## config.mk

```make
export PLATFORM = sky130hd
export DESIGN_NAME = lss_ctrl
export DESIGN_NICKNAME = d
export VERILOG_FILES = /design/src/rtl/lss_pkg.sv /design/src/rtl/lss_ctrl.sv
export VERILOG_INCLUDE_DIRS = /design/src /design/src/rtl
export SDC_FILE = /design/constraint.sdc
export NUM_CORES = 1
export LEC_CHECK = 0
export CELL_PAD_IN_SITES_DETAIL_PLACEMENT = 2
export CELL_PAD_IN_SITES_GLOBAL_PLACEMENT = 2
export CORE_ASPECT_RATIO = 1.1
export CORE_MARGIN = 1
export CORE_UTILIZATION = 27
export DETAILED_ROUTE_END_ITERATION = 7
export DONT_BUFFER_PORTS = 1
export GPL_TIMING_DRIVEN = 0
export PLACE_DENSITY_LB_ADDON = 0.1
export SYNTH_ARGS = -nofsm -noshare
export SYNTH_HDL_FRONTEND = slang
export SYNTH_SLANG_ARGS = --single-unit
```

## constraint.sdc

```tcl
create_clock -name i_clk -period 1.2 [get_ports i_clk]
set_clock_uncertainty 0.15 [all_clocks]
set_input_delay 0 -clock i_clk [delete_from_list [all_inputs] [get_ports i_clk]]
set_output_delay 0 -clock i_clk [all_outputs]
set_load 0.01 [all_outputs]
```

## src/rtl/assert_macros.svh

```systemverilog
// ----------------------------------------------------------------------------
// assert_macros.svh
// Assertion macros shared by the stack design files.
// ----------------------------------------------------------------------------
`ifndef ASSERT_MACROS_SVH
`define ASSERT_MACROS_SVH

// Same-cycle implication, held off during reset.
`define ASSERT_IMPL(label, clk, rst_n, ante, cons, msg) \
    label: assert property (@(posedge clk) disable iff (!rst_n) (ante) |-> (cons)) \
        else $error(msg);

// Next-cycle implication, held off during reset.
`define ASSERT_NEXT(label, clk, rst_n, ante, cons, msg) \
    label: assert property (@(posedge clk) disable iff (!rst_n) (ante) |=> (cons)) \
        else $error(msg);

// Invariant that holds at every edge out of reset.
`define ASSERT_ALWAYS(label, clk, rst_n, expr, msg) \
    label: assert property (@(posedge clk) disable iff (!rst_n) (expr)) \
        else $error(msg);

`endif

```

## src/rtl/lss_pkg.sv

```systemverilog
// ----------------------------------------------------------------------------
// lss_pkg
// Shared constants, codes and controller/datapath interface types.
// ----------------------------------------------------------------------------
package lss_pkg;

    localparam int DEPTH  = 128;
    localparam int ADDR_W = $clog2(DEPTH);
    localparam int CNT_W  = $clog2(DEPTH + 1);
    localparam int WORD_W = 32;
    localparam int OP_W   = 2;
    localparam int ST_W   = 2;
    localparam int OCC_W  = 8;

    // Commands.
    localparam logic [OP_W-1:0] OP_PUSH = 2'd0;
    localparam logic [OP_W-1:0] OP_POP  = 2'd1;
    localparam logic [OP_W-1:0] OP_PEEK = 2'd2;
    localparam logic [OP_W-1:0] OP_SORT = 2'd3;

    // Result status codes.
    localparam logic [ST_W-1:0] STAT_OK    = 2'd0;
    localparam logic [ST_W-1:0] STAT_EMPTY = 2'd1;
    localparam logic [ST_W-1:0] STAT_FULL  = 2'd2;

    // Selects what the output register loads.
    localparam int OUT_SEL_W = 3;
    localparam logic [OUT_SEL_W-1:0] OUT_PUSH  = 3'd0;
    localparam logic [OUT_SEL_W-1:0] OUT_FULL  = 3'd1;
    localparam logic [OUT_SEL_W-1:0] OUT_EMPTY = 3'd2;
    localparam logic [OUT_SEL_W-1:0] OUT_READ  = 3'd3;
    localparam logic [OUT_SEL_W-1:0] OUT_SORT  = 3'd4;

    // Commands from the controller to the datapath. The scratch store is
    // read at t - 1 on every cycle.
    typedef struct packed {
        logic                 push_wr;   // write push value at the top, count up
        logic                 cnt_dec;   // count down (pop)
        logic                 rd_top;    // read element store at count - 1
        logic                 sort_init; // n <= count, t <= 0
        logic                 n_dec_rd;  // n <= n - 1, read element store at n - 1
        logic                 load_v;    // capture the element read into v
        logic                 t_dec;     // t <= t - 1
        logic                 e_wr_s;    // element store[n] <= scratch word, n <= n + 1
        logic                 s_push;    // scratch store[t] <= v, t <= t + 1
        logic                 load_out;  // load the output register
        logic [OUT_SEL_W-1:0] out_sel;
    } t_dp_cmd;

    // Status from the datapath to the controller.
    typedef struct packed {
        logic count_zero;
        logic count_full;
        logic n_zero;
        logic t_zero;
        logic s_gt_v;
        logic out_valid;
    } t_dp_stat;

endpackage

```

## src/rtl/lss_ctrl.sv

```systemverilog
// ----------------------------------------------------------------------------
// lss_ctrl
// Command sequencer: accepts requests and steps the datapath through each one.
// ----------------------------------------------------------------------------
`include "assert_macros.svh"

module lss_ctrl
    import lss_pkg::*;
(
    input  logic            i_clk,
    input  logic            i_rst_n,
    input  logic            i_in_valid,
    output logic            o_in_stall,
    input  logic            i_out_stall,
    input  logic [OP_W-1:0] i_op,
    input  t_dp_stat        i_stat,
    output t_dp_cmd         o_cmd
);

    localparam int SM_W = 4;
    localparam logic [SM_W-1:0] ST_IDLE      = 4'd0;
    localparam logic [SM_W-1:0] ST_RD_OUT    = 4'd1;
    localparam logic [SM_W-1:0] ST_SORT_LOOP = 4'd2;
    localparam logic [SM_W-1:0] ST_LOAD_V    = 4'd3;
    localparam logic [SM_W-1:0] ST_RD_TOP    = 4'd4;
    localparam logic [SM_W-1:0] ST_CMP       = 4'd5;
    localparam logic [SM_W-1:0] ST_PUSH_V    = 4'd6;
    localparam logic [SM_W-1:0] ST_FLUSH     = 4'd7;
    localparam logic [SM_W-1:0] ST_FLUSH_WR  = 4'd8;

    logic [SM_W-1:0] r_state;
    logic [SM_W-1:0] n_state;
    logic            out_free;
    logic            accept;

    // The output register can take a result when it is empty or drains now.
    assign out_free   = !i_stat.out_valid || !i_out_stall;
    assign o_in_stall = !((r_state == ST_IDLE) && out_free);
    assign accept     = i_in_valid && !o_in_stall;

    always_comb begin
        n_state = r_state;
        o_cmd   = '0;
        case (r_state)
            ST_IDLE: begin
                if (accept) begin
                    case (i_op)
                        OP_PUSH: begin
                            o_cmd.load_out = 1'b1;
                            if (i_stat.count_full) begin
                                o_cmd.out_sel = OUT_FULL;
                            end else begin
                                o_cmd.push_wr = 1'b1;
                                o_cmd.out_sel = OUT_PUSH;
                            end
                        end
                        OP_POP, OP_PEEK: begin
                            if (i_stat.count_zero) begin
                                o_cmd.load_out = 1'b1;
                                o_cmd.out_sel  = OUT_EMPTY;
                            end else begin
                                o_cmd.rd_top  = 1'b1;
                                o_cmd.cnt_dec = (i_op == OP_POP);
                                n_state       = ST_RD_OUT;
                            end
                        end
                        OP_SORT: begin
                            o_cmd.sort_init = 1'b1;
                            n_state         = ST_SORT_LOOP;
                        end
                        default: begin
                            n_state = ST_IDLE;
                        end
                    endcase
                end
            end
            ST_RD_OUT: begin
                o_cmd.load_out = 1'b1;
                o_cmd.out_sel  = OUT_READ;
                n_state        = ST_IDLE;
            end
            ST_SORT_LOOP: begin
                if (i_stat.n_zero) begin
                    n_state = ST_FLUSH;
                end else begin
                    o_cmd.n_dec_rd = 1'b1;
                    n_state        = ST_LOAD_V;
                end
            end
            ST_LOAD_V: begin
                o_cmd.load_v = 1'b1;
                n_state      = ST_RD_TOP;
            end
            ST_RD_TOP: begin
                if (i_stat.t_zero) begin
                    n_state = ST_PUSH_V;
                end else begin
                    n_state = ST_CMP;
                end
            end
            ST_CMP: begin
                if (i_stat.s_gt_v) begin
                    o_cmd.t_dec  = 1'b1;
                    o_cmd.e_wr_s = 1'b1;
                    n_state      = ST_RD_TOP;
                end else begin
                    n_state = ST_PUSH_V;
                end
            end
            ST_PUSH_V: begin
                o_cmd.s_push = 1'b1;
                n_state      = ST_SORT_LOOP;
            end
            ST_FLUSH: begin
                if (i_stat.t_zero) begin
                    o_cmd.load_out = 1'b1;
                    o_cmd.out_sel  = OUT_SORT;
                    n_state        = ST_IDLE;
                end else begin
                    o_cmd.t_dec = 1'b1;
                    n_state     = ST_FLUSH_WR;
                end
            end
            ST_FLUSH_WR: begin
                o_cmd.e_wr_s = 1'b1;
                n_state      = ST_FLUSH;
            end
            default: begin
                n_state = ST_IDLE;
            end
        endcase
    end

    always_ff @(posedge i_clk) begin
        if (!i_rst_n) begin
            r_state <= ST_IDLE;
        end else begin
            r_state <= n_state;
        end
    end

    `ASSERT_IMPL(a_busy_stalls, i_clk, i_rst_n, r_state != ST_IDLE, o_in_stall,
                 "request taken while busy")
    `ASSERT_NEXT(a_sort_starts, i_clk, i_rst_n, accept && (i_op == OP_SORT),
                 r_state == ST_SORT_LOOP, "sort did not start")

endmodule

```

==> results of run 1 <==
power by group through the flow:
stage          Sequential [mW]  Clock, mW  Combinational, mW
6_report                 0.141      0.182              0.282
5_1_grt                  0.141      0.190              0.293
4_1_cts                  0.143      0.174              0.209
3_5_place_dp             0.145          0              0.133
3_3_place_gp             0.145          0              0.132
2_1_floorplan            0.143          0              0.113
synth_stat cells (all sizes together):
library cell  instances
buf                   5
nand2b                3
o31ai                 2
a21oi                 5
o21ai                 4
a221oi                1
ha                    3
nand3                 2
a211oi                1
nor3b                 6
nor2b                 1
dfxtp                 4
and3                  2
nand2                 8
nand4b                1
nor4                  2
o22a                  1
nor2                 10
or3                   1
inv                   7
nor4bb                1
a211o                 1
o2111ai               1
nor3                  1
a311oi                1
logic make-up (layout without fill, tap and decap cells):
logic type	after synthesis	count (layout)	share of synthesized area
simple gates	38	38	0.443
compound gates	17	17	0.222
buf+inv	12	42	0.113
flops	4	4	0.151
fa+ha+maj	3	3	0.0708
routing by layer:
metal,vias up,global-route usage,wire (um),part of all wire
li1,324,-,-,-
met1,336,0.223,1070,0.36
met2,27,0.441,1760,0.59
met3,8,0.0224,69,0.023
met4,0,0.0909,93,0.031
met5,-,0,0,0
worst paths after layout:
path / start / to / slack, ns / cells after the start
worst max register to register: r_state[3] / r_state[1] / -0.41 / 8
worst min register to register: r_state[0] / r_state[0] / 0.57 / 3
worst max-delay path: r_state[3] / o_cmd[1] / -0.45 / 3
worst min-delay path: i_in_valid / o_cmd[11] / 0.04 / 2
area by class of cell:
cell class,instances,share of cell area
Clock buffer,3,0.0212
Timing Repair Buffer,27,0.239
Multi-Input combinational cell,58,0.530
Inverter,7,0.0317
Sequential cell,4,0.0870
Tap cell,27,0.0317
Buffer,5,0.0599
worst max-delay path: cells and delay by family, from the launching register on:
kind | cells | cell delay, ns
flip-flops | 1 | 0.35
AO/OA/AOI/OAI | 1 | 0.33
AND/OR/NAND/NOR | 2 | 0.58
repair_timing:
action	in CTS	in global routing
gates cloned	1	0
gates resized for setup	40	18
setup endpoints to repair	18	18
hold endpoints to repair	9	0
hold buffers	8	0
setup buffers	8	10
pin swaps	6	5
through the flow:
step                       util  power (mW)  hold WS (ns)  instances  cell area, sq um
final                     0.584       0.605        0.0422        131              1060
after global routing      0.584       0.624        0.0447        131              1060
after CTS                 0.501       0.526       0.00921        121               913
after detailed placement  0.325       0.278        -0.115        101               592
after global placement    0.325       0.277        -0.115        101               592
after floorplan               -       0.256        -0.117         74               558
==> metrics, run 1 <==
Layout Nets 121; cells after synthesis between 70 and 80; Synth top area share 0.151; CP Launch Type register; Netlist cell types 30; pre-CTS WS -0.238 ns; CP max stage delay 0.37 ns; number of port buffers 0; Seq cells post-synth 4; status finished with violations; failing checks design-rule violations, negative setup slack; Initial Util 0.291; CTS Buffer Depth 2; setup TNS -6.39 ns; GRT overflow 0; drt initial violations 17; top cells by area, synth dfxtp_1 (15%), nor3b_1 (8.5%), ha_1 (7.1%); number of max-cap violations 0; Worst-path clk slew 0.04 ns; sequential cell area 92.6 sq um; # diodes 0; Ys Warns 0; Worst Path Max Fanout 7; highest-count cells in the layout ignoring fill and taps buf_4 (13), buf_6 (8), dlygate4sd3_1 (8); Leakage 0.413 nW; Num CTS Buffers 3; post-synth top area cell dfxtp_1; Final Max Tran Viols 0; slowest CP cell nor4_4; final wirelength 2.99 mm; Syn-to-layout area delta 101%; PnR worst setup slack -0.451 ns; pwr dens 568 nW/um^2; clk root buf clkbuf_4; # H-tree levels 1; largest registers r_state (4); clock share of power 0.302; core footprint 1820 sq um; via density per instance 5.31; fin crit period 1.65 ns; Reg with most FFs r_state; clock sink count 4; sequential area share after synthesis 0.151; Die H 48.5 um; layout cells sized above 1 0.577; Total GRT Usage 0.224; CP Capture Type primary output; combinational power share 0.466; Power Internal ~370 uW; initial antenna violation count 0; commonest non-fill, non-tap cell in the layout buf_4; die area 2150 sq um; critical-path cell list nor4_4 > nand3_4 > o21ai_1; DR pass1 iterations 6; number of global-route vias before repair ~740; peak supply drop approximately 480 uV; final routed DRC violation total 3; Placer Congestion 0.697; fmax 606 MHz; unrepaired setup endpoints after global routing true; final hold violations 0; final-report setup violation count 18; Die X 44.3 um; CP Class register to primary output; Final Cycle Share 1.38; Routed WL per cell 22.8 um; area occupied by multi-input gates roughly 560 sq um; Psw 230 uW; Sw Ratio 0.381; largest net degree at the start of global routing 11; WP data arrival 1.50 ns; worst endpoint required time ~1.1 ns; Syn Std Cell Area 531 sq um; TritonCTS clock tree built; Mean Syn Cell Area between 7 and 8 sq um; # rows 16; filler instances between 150 and 200; Hold Crit Class input pin to primary output; Slew headroom 0.720; Via Count 695; Largest register FFs 4; IO Pins 26; worst-margin pin slew 0.421 ns; part of the power in registers 0.233; first-pass GRT wire length around 3.5 mm; ANT nets after route 0; Worst-Skew Late Latency 0.24 ns; DP HPWL 1.21 mm; post-synthesis net count 89
(Power assumes the default switching activity.)
==> run 2: changes to the inputs <==
ABC_AREA = 1   (was default)
CORE_UTILIZATION = 25   (was 27)
==> metrics, run 2 <==
peak supply drop 604 uV (+26%); drt initial violations 3 (-14); ANT nets after route 0 (unchanged); layout cells sized above 1 0.446 (-0.131); via density per instance 4.59 (-14%); Final Cycle Share 1.14 (-0.237); fin crit period 1.37 ns (-0.285 ns); Routed WL per cell 12.1 um (-47%); first-pass GRT wire length 2.75 mm (-20%); Synth top area share 0.156 (+0.00477); unrepaired setup endpoints after global routing true; compound-cell area share of the yosys netlist 0.0730 (-0.149); worst-margin pin slew 0.258 ns (-0.163 ns); Final Max Tran Viols 0 (unchanged); number of max-cap violations 0 (unchanged); Ys Warns 0 (unchanged); Layout Nets 118 (-2.5%); Simple-Gate Fraction of Synth Area 0.560 (+0.116); Syn-to-layout area delta 49.9%; most used cell, CP nand2_4; Netlist cell types 21 (-30%); # diodes 0 (unchanged); top_reg_cell synth dfxtp_1; failing checks negative setup slack; core footprint 1860 sq um (+2.2%); fmax 732 MHz (+21%); clk root buf clkbuf_4; # rows 16 (unchanged); setup TNS -1.58 ns (+4.81 ns); Hold Crit Class input pin to primary output; Async SR Flop Fraction 0 (unchanged); Mean Syn Cell Area 6.12 sq um (-15%); Seq cells post-synth 4 (unchanged); Syn Std Cell Area 514 sq um (-3.1%); Slew headroom 0.827 (+0.107); Die X 45.2 um (+2.2%); Worst-path clk slew 0.04 ns (about the same); WP data arrival 1.22 ns (-0.28 ns); number of port buffers 0 (unchanged); area occupied by multi-input gates 430 sq um (-24%); Worst-Skew Late Latency 0.23 ns (about the same); post-synthesis adder-cell area fraction 0.0730 (+0.00224); DP HPWL 1.18 mm (-2.1%); final-report setup violation count 17 (-1); post-synthesis net count 99 (+11%); Reg with most FFs r_state; DR pass1 iterations 3 (-3); sequential cell area 90.1 sq um (-2.7%); top-count cell post-synth inv_1; sequential area share after synthesis 0.156 (+0.00477); Placer Congestion 0.707 (+1.4%); Min Hold Slack 0.00956 ns (-0.0327 ns); clock sink count 4 (unchanged); CP Launch Type register; CP max stage delay 0.35 ns (-0.02 ns); slowest CP cell dfxtp_4; XOR/XNOR Fraction of Synth Area 0 (unchanged); Post-synth EDFFs 0 (unchanged); top post-synthesis cells by count inv_1 (18), nand2_1 (17), nor2_1 (11), nand3_1 (9); filler instances 241 (+37%); post-synth top area cell dfxtp_1; status finished with violations; CP Class register to primary output; Num CTS Buffers 3 (unchanged); highest-count cells in the layout ignoring fill and taps nand2_1 (13), inv_1 (12); pwr dens 861 nW/um^2 (+51%); critical-path cell list nor2_4 > nand2_4 > nor2_8 > nand2_4 > o21ai_1; final wirelength 1.55 mm (-48%); Total GRT Usage 0.168 (-0.0564); CP Capture Type primary output; cells after synthesis 84 (+14%); Via Count 587 (-16%); mux share of post-synthesis cell area 0 (unchanged); IO Pins 26 (unchanged); PnR worst setup slack -0.166 ns (+0.285 ns); die area 2240 sq um (+4.5%); worst endpoint required time 1.05 ns (about the same); commonest non-fill, non-tap cell in the layout nand2_1; TritonCTS clock tree built; largest registers r_state (4); largest net degree at the start of global routing 7 (-4); Worst Path Max Fanout 6 (-1); GRT overflow 0 (unchanged); final hold violations 0 (unchanged); largest family of logic cells by synthesized area simple AND/OR/NAND/NOR gates; initial antenna violation count 0 (unchanged); Leakage 0.388 nW (-6.1%); Initial Util 0.276 (-0.0150); number of global-route vias before repair 681 (-7.3%); Largest register FFs 4 (unchanged); final routed DRC violation total 0 (-3); # H-tree levels 1 (unchanged); top cells by area, synth dfxtp_1 (16%), inv_1 (13%), nand2_1 (12%); total power draw 663 uW (+9.7%); Die H 49.6 um (+2.2%); CTS Buffer Depth 2 (unchanged)
-- run 2: power by group --
group	total, mW	switching [mW]	leakage, nW	internal, mW
Clock	0.162	0.0505	0.0138	0.112
Combinational	0.344	0.206	0.339	0.138
Sequential	0.157	0.0148	0.0349	0.143
-- run 2: worst max-delay path, delay by kind of cell (launching register included) --
kind / cells / cell delay [ns]
and+or+nand+nor: 4 / 0.39
DFF: 1 / 0.35
AOI/OAI and AO/OA: 1 / 0.24
-- run 2: cell type report --
type                            instances  area share
Tap cell                               27      0.0438
Sequential cell                         4       0.117
Multi-Input combinational cell         61       0.558
Timing Repair Buffer                   14       0.159
Clock buffer                            3      0.0292
Inverter                               19      0.0925
-- run 2: final timing paths --
path	slack [ns]	to	start	cells past startpoint
setup reg to reg	-0.13	r_state[0]	r_state[3]	9
setup / recovery	-0.17	o_cmd[1]	r_state[3]	5
hold / removal	0.01	o_cmd[10]	i_in_valid	2
hold reg to reg	0.59	r_state[3]	r_state[0]	5
-- run 2: per-layer routing --
layer / routed length [um] / global-route usage / part of all wire
met1: 554 / 0.163 / 0.36
met2: 927 / 0.324 / 0.60
met3: 69 / 0.0586 / 0.044
met4: 0 / 0.0303 / 0
met5: 0 / 0 / 0
-- run 2: cell families (layout without fill, tap and decap cells) --
| kind of cell | Yosys count | count (layout) |
|---|---|---|
| simple gates | 51 | 51 |
| buf+inv | 19 | 36 |
| flops | 4 | 4 |
| compound gates | 7 | 7 |
| fa+ha+maj | 3 | 3 |
-- run 2: timing repair --
item,CTS,global route
hold endpoints to repair,12,0
hold buffers,7,0
pin swaps,9,6
setup endpoints to repair,18,18
gates resized for setup,25,3
buffers inserted,7,0
-- run 2: per-stage QoR --
stage                     instance area (sq um)  cells  setup slack [ns]   util
after global routing                        771    128            -0.276  0.414
after global placement                      553    111            -0.116  0.297
after detailed placement                    553    111            -0.130  0.297
after CTS                                   762    128            -0.192  0.409
after floorplan                             519     84            0.0140      -
final                                       771    128            -0.166  0.414
